## src/rtl/core/dctt_pkg.sv

```systemverilog
`default_nettype none

package dctt_pkg;

	localparam int TW = 48;
	localparam int IDW = 16;
	localparam int ARGW = 32;
	localparam int REMW = 5;
	localparam int SLOTS_DEF = 16;

	localparam logic [TW-1:0] T_MAX = {TW{1'b1}};
	localparam logic [REMW-1:0] REM_MAX = {REMW{1'b1}};

	localparam logic [1:0] KIND_SCHED = 2'd0;
	localparam logic [1:0] KIND_CANCEL = 2'd1;
	localparam logic [1:0] KIND_POLL = 2'd2;
	localparam logic [1:0] KIND_NONE = 2'd3;

	localparam logic [2:0] RES_SCHED = 3'd0;
	localparam logic [2:0] RES_FULL = 3'd1;
	localparam logic [2:0] RES_CANCEL = 3'd2;
	localparam logic [2:0] RES_FIRED = 3'd3;
	localparam logic [2:0] RES_NONE_DUE = 3'd4;

	typedef enum logic [2:0] {
		OP_IDLE,
		OP_APPEND,
		OP_CANCEL,
		OP_FIRE,
		OP_SHIFT
	} cell_op_t;

	typedef enum logic [2:0] {
		ST_IDLE,
		ST_EVAL,
		ST_COMPACT,
		ST_SCAN,
		ST_DONE
	} state_t;

	typedef struct packed {
		logic valid;
		logic [IDW-1:0] tid;
		logic [TW-1:0] due;
		logic [ARGW-1:0] targ;
	} entry_t;

	typedef struct packed {
		cell_op_t op;
		logic [TW-1:0] now;
		logic [IDW-1:0] key;
		logic [TW-1:0] new_due;
		logic [ARGW-1:0] new_arg;
	} cell_cmd_t;

	typedef struct packed {
		logic valid;
		logic gap;
		logic due_seen;
		logic [TW-1:0] min_due;
	} link_t;

endpackage

`default_nettype wire

```

## src/rtl/core/dctt_cell.sv

```systemverilog
`default_nettype none

module dctt_cell (
	input logic clk,
	input logic arst_n,
	input dctt_pkg::cell_cmd_t cmd,
	input dctt_pkg::link_t link_in,
	input dctt_pkg::entry_t next_in,
	output dctt_pkg::link_t link_out,
	output dctt_pkg::entry_t ent,
	output logic fire,
	output logic bubble
);

	logic valid_q;
	logic [dctt_pkg::IDW-1:0] tid_q;
	logic [dctt_pkg::TW-1:0] due_q;
	logic [dctt_pkg::ARGW-1:0] targ_q;
	logic [dctt_pkg::TW-1:0] min_q;
	logic [dctt_pkg::TW-1:0] cand;
	logic hit;
	logic gap;
	logic append;

	assign hit = valid_q && (cmd.now >= due_q);
	assign gap = link_in.gap || !valid_q;
	assign fire = hit && !link_in.due_seen;
	assign bubble = valid_q && link_in.gap;
	assign append = link_in.valid && !valid_q;
	assign cand = valid_q ? due_q : dctt_pkg::T_MAX;

	assign link_out.valid = valid_q;
	assign link_out.gap = gap;
	assign link_out.due_seen = link_in.due_seen || hit;
	assign link_out.min_due = min_q;

	assign ent.valid = valid_q;
	assign ent.tid = tid_q;
	assign ent.due = due_q;
	assign ent.targ = targ_q;

	always_ff @(posedge clk or negedge arst_n) begin
		if (!arst_n) begin
			valid_q <= 1'b0;
		end else begin
			unique case (cmd.op)
				dctt_pkg::OP_APPEND: begin
					if (append) valid_q <= 1'b1;
				end
				dctt_pkg::OP_CANCEL: begin
					if (valid_q && tid_q == cmd.key) valid_q <= 1'b0;
				end
				dctt_pkg::OP_FIRE: begin
					if (fire) valid_q <= 1'b0;
				end
				dctt_pkg::OP_SHIFT: begin
					if (gap) valid_q <= next_in.valid;
				end
				default: begin
				end
			endcase
		end
	end

	always_ff @(posedge clk) begin
		min_q <= (cand < link_in.min_due) ? cand : link_in.min_due;
		if (cmd.op == dctt_pkg::OP_APPEND && append) begin
			tid_q <= cmd.key;
			due_q <= cmd.new_due;
			targ_q <= cmd.new_arg;
		end else if (cmd.op == dctt_pkg::OP_SHIFT && gap) begin
			tid_q <= next_in.tid;
			due_q <= next_in.due;
			targ_q <= next_in.targ;
		end
	end

endmodule

`default_nettype wire

```

## config.mk

```make
export PLATFORM = sky130hd
export DESIGN_NAME = dctt_cell
export DESIGN_NICKNAME = d
export VERILOG_FILES = /design/src/rtl/core/dctt_pkg.sv /design/src/rtl/core/dctt_cell.sv
export SDC_FILE = /design/constraint.sdc
export NUM_CORES = 1
export LEC_CHECK = 0
export BUFFER_PORTS_ARGS = -buffer_cell sky130_fd_sc_hd__buf_2
export CORE_AREA = 2 2 174 176
export CTS_CLUSTER_DIAMETER = 100
export DETAILED_ROUTE_END_ITERATION = 7
export DIE_AREA = 0 0 176 178
export GPL_ROUTABILITY_DRIVEN = 0
export PLACE_DENSITY = 0.57
export SKIP_CTS_REPAIR_TIMING = 1
export SYNTH_ARGS = -nofsm -noshare
export SYNTH_HDL_FRONTEND = slang
export SYNTH_SLANG_ARGS = --single-unit
export TNS_END_PERCENT = 1
```

## constraint.sdc

```tcl
create_clock -name clk -period 3.6 [get_ports clk]
set_clock_uncertainty 0.05 [all_clocks]
set_input_delay 0.36 -clock clk [delete_from_list [all_inputs] [get_ports clk]]
set_output_delay 0.36 -clock clk [all_outputs]
set_load 0.02 [all_outputs]
```

==> results of run 1 <==
## metal layers
layer  part of all wire (%)  global-route usage [%]  wire length, um
met2                     50                    32.1            14600
met1                     40                    20.5            11600
met5                  0.093                       0               27
met4                    1.9                    5.48              552
met3                    7.5                    6.80             2180
## worst max path at each step
stage | start | slack (ns) | cells past startpoint | end
after floorplan | valid_q | 0.59 | 12 | min_q[37]
after global placement | valid_q | 0.30 | 9 | min_q[18]
final | due_q[14] | 0.19 | 9 | fire
after detailed placement | valid_q | 0.26 | 9 | min_q[16]
after CTS | due_q[14] | -0.01 | 9 | fire
after global routing | due_q[14] | 0.01 | 9 | fire
## state kept, by name, indices dropped and copies added (netlist names)
register / count
due_q: 48
min_q: 48
targ_q: 32
tid_q: 16
valid_q: 1
## stage by stage
stage / setup slack (ns) / instances / util, % / hold WS (ns) / area (um^2)
after floorplan: 0.590 / 740 / - / 0.0144 / 8550
after global placement: 0.297 / 1561 / 38.3 / 0.0990 / 11300
after detailed placement: 0.263 / 1561 / 38.3 / 0.101 / 11300
after CTS: -0.0127 / 1593 / 40.2 / -0.383 / 11800
after global routing: 0.00987 / 1595 / 40.3 / 0.0720 / 11800
final: 0.190 / 1597 / 40.3 / 0.0906 / 11900
## placed cells by master, fill, tap and decap left out, types with 5 or more instances in the layout
cell / synthesis / layout
buf_4: 6 / 6
buf_2: 10 / 446
mux2_1: 18 / 18
nand2_1: 66 / 66
ha_1: 95 / 95
mux2_2: 116 / 116
inv_1: 101 / 101
xor2_1: 16 / 16
nor2_1: 5 / 5
nand2b_1: 5 / 5
a21oi_1: 35 / 34
o211ai_1: 5 / 5
clkbuf_16: 0 / 17
nor4_1: 6 / 6
a211oi_1: 5 / 5
o21ai_0: 18 / 18
nand4_1: 18 / 18
clkinv_2: 0 / 5
nand3_1: 5 / 5
edfxtp_1: 96 / 96
nor3_1: 6 / 6
dfxtp_1: 48 / 48
mux2_4: 10 / 10
## where the power goes
| part | internal (mW) | switching, mW | total (mW) |
|---|---|---|---|
| Combinational | 0.713 | 0.958 | 1.67 |
| Clock | 1.02 | 0.760 | 1.78 |
| Sequential | 2.00 | 0.101 | 2.10 |
## worst register-to-register path: stages (launching register included)
cell      delay [ns]
dfrtp_2         0.68
nand2_1         0.17
ha_1            0.33
a21o_1          0.18
a221o_1         0.35
o211ai_1        0.31
a21oi_1         0.18
nor3_4          0.20
buf_4           0.36
mux2_2          0.39
## logic make-up after synthesis
| kind of cell | Yosys count | share of synthesized area (%) |
|---|---|---|
| mux | 144 | 19.4 |
| simple gates | 125 | 7.13 |
| buf+inv | 126 | 6.21 |
| flops | 145 | 45.3 |
| compound gates | 89 | 6.43 |
| fa+ha+maj | 95 | 13.9 |
| xor+xnor | 16 | 1.64 |
## layout make-up
cell class,count,area [um^2]
multi-input combinational,469,4170
antenna,3,7.51
clock buffer,18,429
tap,390,488
fill,2941,17600
timing repair buffer,457,2370
sequential,145,3870
clock inverter,14,139
inverter,101,379
==> flow_summary.ini, run 1 <==
[run_status]
status = finished clean

[placed_design]
hpwlAfterDp_um = 24000
io_buffers = 446

[pwr]
power_density_mw_per_mm2 = 468
vdd_ir_drop_max_uv = 284
power.leakage_nw = 5.60
total_power_mw = 5.55

[grt]
grt_pass1_wl_um = 42200
grt_pass1_vias = 7436
grt_use_total_pct = 18.2
overflow = 0
grt_max_degree = 88
antenna_found_initial = 4

[critical_path]
rrSetupSlack_ns = 0.31
cp_max_fo = 3
worstSetupPathType = flop to output port
path_buf_inv = 3
critPathArrivalTime_ns = 3.00
reg2reg_from = valid_q
path_common_cell = inv_1
required_ns = 3.19
end_kind = output port
crit_chain = inv_1 -> ha_1 -> nand4_1 -> or4_1 -> o32a_1 -> a21oi_2 -> inv_1 -> a21oi_1 -> buf_2
start_kind = flop
crit_slowest_cell = or4_1
slowest_delay_ns = 0.51
reg2reg_depth = 9
crit_family = compound AO/OA/AOI/OAI gates
reg2reg_to = min_q[16]

[synth]
synth.top_cell.area_share_pct = 33.7
syn_inst = 740
ys.flop_type = edfxtp_1
synth.yosys.warnings = 0
synth_commonest_cells = mux2_2, inv_1, edfxtp_1, ha_1, nand2_1
synthesis.nets = 1132
yosysMostFrequentCell = mux2_2
yosysTopAreaCell = edfxtp_1
syn-cell-area_mm2 = 0.00855
ys_ff_latch = 145
syn_area_per_cell_um2 = 11.5
synthDistinctLibCells = 51
async_flop_share_pct = 0.690
synth_area_leaders = edfxtp_1, mux2_2, ha_1, dfxtp_1, inv_1
synth_edf_count = 96
yosysSeqAreaShare_pct = 45.3

[hold_path]
hold_depth = 2
min_from = link_in[29]
hold_path_class = primary input to flop
hold_end = min_q[29]

[route]
drtPass1Iterations = 4
route.detailed.drc = 0
routed_wl_um = 28900
drtIter0Drc = 323
vias = 7251
vias_per_cell = 4.54
routedWlPerCell_um = 18.1
ant_nets = 0

[floorplan]
pin_count = 447
coreArea_mm2 = 0.0294
initial_core_util_pct = 29.1
fp.dieArea_mm2 = 0.0313
rows = 63
die_x_um = 176
die_h_um = 178

[sta]
rsz0062_at_grt = false
fin_crit_ns = 3.41
finalMaxSlewViolations = 0
worst_pin_slew_ns = 0.597
max_freq_mhz = 293
setup_viol = 0
period_share_pct = 94.7
finalSetupTns_ns = 0
maxSlewHeadroom_pct = 59.2
finalHoldViolCount = 0

[cells_and_area]
areaGrowthSynthToFinish_pct = 38.7
nNetsFinal = 1583
final_layout_size_suffix_gt1_share_pct = 51.4

[cts]
cts_max_path_buffers = 2
cts.sinks = 145
clock-root-buffer = clkbuf_16
cts_max_level = 4
cts_tree = done
cts_made_buffers = 17
insertion_delay_ns = 0.44
clk_pin_slew_worst_paths_ns = 0.06

[job]
cap_violations = 0
Note: power is estimated with default switching activity, not from simulation.
==> inputs of run 2 (changes only) <==
- CTS_BUF_LIST: not set -> sky130_fd_sc_hd__clkbuf_8
- PLACE_DENSITY: 0.57 -> 0.55
- clock period: 3.6 -> 3.41 ns (I/O delays scaled with it)
==> run 2 against run 1 <==
Sequential share of layout area increased by 0.059 points. Cell count about the same. Global-route usage shrank 0.28 points. Flip-flop and latch count unchanged. Non-clock buffer count rose by 2. First-iteration DRC count down 41%. Critical path type unchanged.
==> flow_summary.ini, run 2 (synthesis results as in run 1) <==
[cts]
cts_made_buffers = 17
cts_tree = done
clock-root-buffer = clkbuf_8
cts.sinks = 145
cts_max_path_buffers = 2
clk_pin_slew_worst_paths_ns = 0.11
insertion_delay_ns = 0.46
cts_max_level = 4

[placed_design]
io_buffers = 446
dpl.cell_count = 1562
hpwlAfterDp_um = 23800
dpl_cell_area_mm2 = 0.0113

[floorplan]
die_h_um = 178
die_x_um = 176
fp.dieArea_mm2 = 0.0313
initial_core_util_pct = 29.1
coreArea_mm2 = 0.0294
pin_count = 447
rows = 63

[critical_path]
start_kind = flop
end_kind = output port
cp_max_fo = 3
startpoint = due_q[13]
critPathArrivalTime_ns = 2.88
reg2reg_from = valid_q
required_ns = 3.02
worstSetupPathType = flop to output port

[sta]
max_freq_mhz = 305
rsz0062_at_grt = true
worst_pin_slew_ns = 0.638
finalHoldViolCount = 0
fin_crit_ns = 3.27
maxSlewHeadroom_pct = 57.5
hold_ws_ns = 0.0610
period_share_pct = 96.0
finalMaxSlewViolations = 0
setup_viol = 0

[job]
cap_violations = 0

[route]
drtIter0Drc = 190
ant_nets = 0
vias_per_cell = 4.55
routedWlPerCell_um = 18.0
drtPass1Iterations = 4
route.detailed.drc = 0
routed_wl_um = 28700
vias = 7263

[cells_and_area]
areaGrowthSynthToFinish_pct = 38.4
final_cell_area_mm2 = 0.0118
final_layout_size_suffix_gt1_share_pct = 52.2
mostFrequentLayoutCells = buf_2, mux2_2, inv_1, edfxtp_1, ha_1
finish.cell_count_without_fillers = 1598
final_core_util_pct = 40.2
nFillCells = 2971
largest_registers = due_q (48), min_q (48), targ_q (32)
final_common_cell = buf_2
nNetsFinal = 1585

[grt]
antenna_found_initial = 4
grt_busiest_layer = met2
use_met1_pct = 20.9
grt_use_total_pct = 17.9
grt_max_degree = 49
overflow = 0
use_met3_pct = 5.26
grt_pass1_wl_um = 42300
grt_use_met2_pct = 31.9
grt_pass1_vias = 7501

[hold_path]
hold_path_class = primary input to flop
min_from = link_in[5]

[pwr]
power.leakage_nw = 5.57
power_density_mw_per_mm2 = 477
vdd_ir_drop_max_uv = 255

[run_status]
status = finished clean
-- run 2: cell count changes in the layout (fill, tap and decap cells not counted), sizes merged, moves of 2 or more --
cell	before	now
inv	103	107
clkinv	8	3
bufinv	2	5
buf	456	458
-- run 2: worst paths after layout --
path / end / slack [ns] / cells after the start
hold / removal: min_q[5] / 0.06 / 2
setup reg to reg: min_q[47] / 0.27 / 10
max in group asynchronous: valid_q / 2.98 / 2
min in group asynchronous: valid_q / 0.19 / 2
setup / recovery: fire / 0.14 / 9
hold reg to reg: min_q[42] / 0.60 / 3
-- run 2: cell type report --
type	instances	area, um^2	share of cell area, %
repair buffers	459	2400	20.3
multi-input cells	469	4220	35.7
clock inverters	15	229	1.94
clock buffers	17	234	1.98
diodes	2	5.00	0.0423
well taps	390	488	4.13
inverters	101	379	3.21
flip-flops and latches	145	3870	32.7
-- run 2: where the power goes --
group          leakage [nW]  internal, mW  switching [mW]
clock                 0.232         0.885           0.784
combinational          4.04         0.765            1.03
sequential             1.30          2.11          0.0731
-- run 2: critical path, stage by stage, from the launching register on --
cell and delay, ns:
edfxtp_1 0.38, inv_2 0.06, ha_4 0.26, nand4_1 0.18, or4_1 0.54, o32a_1 0.41, a21oi_2 0.17, inv_1 0.08
a21oi_2 0.21, buf_6 0.15
-- run 2: stage by stage --
step	power [mW]	setup TNS (ns)	setup WS (ns)
floorplan	3.34	0	0.400
global placement	4.01	0	0.294
detailed placement	4.04	0	0.223
CTS	5.72	-0.101	-0.101
global route	5.97	-0.0768	-0.0673
finish	5.65	0	0.136
-- run 2: metal layers --
metal | part of all wire, % | vias to the layer above
met5 | 0.073 | -
li1 | - | 3570
met3 | 7.4 | 31
met4 | 2.1 | 4
met1 | 40 | 3364
met2 | 51 | 294
==> inputs of run 3 (changes only) <==
- REMOVE_ABC_BUFFERS: not set -> 1
==> run 3 against run 2 <==
Sequential share of layout area rose by 0.33 points. Final area fell by 1.0%. Global-route usage fell by 0.40 points. Critical path depth did not move. Combinational power barely moved. Clock power fell by 13%. Critical path type unchanged. Highest routed layer unchanged.
==> flow_summary.ini, run 3 (synthesis results as in run 1) <==
[cts]
cts_made_buffers = 17
clk_pin_slew_worst_paths_ns = 0.10
cts_max_path_buffers = 2
cts_max_level = 4
cts.sinks = 145
insertion_delay_ns = 0.46
clock-root-buffer = clkbuf_8
cts_tree = done

[critical_path]
path_common_cell = inv_1
critPathArrivalTime_ns = 2.80
cp_max_fo = 3
crit_chain = inv_1 -> ha_1 -> nand4_1 -> or4_1 -> o32a_1 -> a21oi_2 -> inv_1 -> a21oi_1 -> buf_2
start_kind = flop
required_ns = 3.02
path_buf_inv = 3
crit_slowest_cell = or4_1
end_kind = output port
crit_family = compound AO/OA/AOI/OAI gates
worstSetupPathType = flop to output port
slowest_delay_ns = 0.51

[route]
drtIter0Drc = 262
route.detailed.drc = 0
drtPass1Iterations = 4
routedWlPerCell_um = 17.6
vias_per_cell = 4.51
routed_wl_um = 28000
ant_nets = 0
vias = 7214

[sta]
fin_crit_ns = 3.19
rsz0062_at_grt = false
max_freq_mhz = 313
layout_setup_ws_ns = 0.216
period_share_pct = 93.7
setup_viol = 0
maxSlewHeadroom_pct = 60.9
worst_pin_slew_ns = 0.572
finalMaxSlewViolations = 0
finalSetupTns_ns = 0
finalHoldViolCount = 0

[grt]
grt_use_met2_pct = 32.1
grt_use_total_pct = 17.5
overflow = 0
grt_max_degree = 54
grt_pass1_wl_um = 41100
grt_pass1_vias = 7426
use_met3_pct = 4.18
antenna_found_initial = 3
grt_busiest_layer = met2
use_met1_pct = 20.7

[cells_and_area]
mostFrequentLayoutCells = buf_2, mux2_2, inv_1, edfxtp_1, ha_1
nNetsFinal = 1585
final_cell_area_mm2 = 0.0117
areaGrowthSynthToFinish_pct = 37.0
finish.cell_count_without_fillers = 1598
final_layout_size_suffix_gt1_share_pct = 51.7
final_common_cell = buf_2
largest_registers = due_q (48), min_q (48), targ_q (32)

[placed_design]
pre_cts_slack_ns = 0.284
io_buffers = 446
hpwlAfterDp_um = 23600
dpl.cell_count = 1563
dpl_cell_area_mm2 = 0.0113

[floorplan]
die_x_um = 176
initial_core_util_pct = 29.1
fp.dieArea_mm2 = 0.0313
die_h_um = 178
coreArea_mm2 = 0.0294
pin_count = 447
rows = 63

[hold_path]
hold_path_class = primary input to flop

[job]
cap_violations = 0

[run_status]
status = finished clean

[pwr]
vdd_ir_drop_max_uv = 239
power_density_mw_per_mm2 = 463
power.leakage_nw = 5.54
-- run 3: changes by cell type in the layout (fill, tap and decap cells not counted), moves of 3 or more --
cell       change
bufinv_16      -3
ha_1           +3
ha_4           -3
inv_1          +3
inv_2          -3
inv_6          +3
-- run 3: area by class of cell --
type                       instances  area [um^2]
fill                            3010        17700
multi-input combinational        469         4180
sequential                       145         3870
timing repair buffer             459         2380
tap                              390          488
inverter                         101          379
clock buffer                      17          234
clock inverter                    15          169
antenna                            2         5.00
-- run 3: routing by layer --
metal  vias to the layer above  share of wire (%)
met1                      3388                 41
met2                       239                 52
li1                       3573                  -
met3                        12                5.7
met4                         2               0.96
met5                         -              0.046
-- run 3: path summary, 6_finish.rpt --
path | from | end | slack, ns | cells past startpoint
worst max-delay path | due_q[14] | fire | 0.22 | 9
worst min-delay path | link_in[3] | min_q[3] | 0.04 | 2
worst max register to register | valid_q | min_q[22] | 0.35 | 10
worst min register to register | due_q[31] | min_q[31] | 0.60 | 3
max in group asynchronous | arst_n | valid_q | 3.03 | 2
min in group asynchronous | arst_n | valid_q | 0.18 | 2
-- run 3: worst reg2reg max path, delay by kind of cell (launching register included) --
kind / cells / cell delay, ns
fa+ha+maj: 1 / 0.30
flops: 1 / 0.36
mux: 1 / 0.38
buf+inv: 2 / 0.59
simple gates: 2 / 0.33
compound gates: 4 / 0.93
-- run 3: report_power, final --
part,switching (mW),internal [mW],total [mW],leakage (nW)
sequential,0.0695,2.11,2.18,1.30
combinational,1.04,0.749,1.79,4.04
clock,0.777,0.674,1.45,0.208
-- run 3: through the flow --
step	total power, mW	hold WS [ns]	utilization [%]
finish	5.42	0.0435	39.8
global route	5.74	0.00495	39.8
CTS	5.51	-0.465	39.7
detailed placement	4.02	0.0685	38.4
global placement	4.01	0.0686	38.4
floorplan	3.31	-0.00459	-
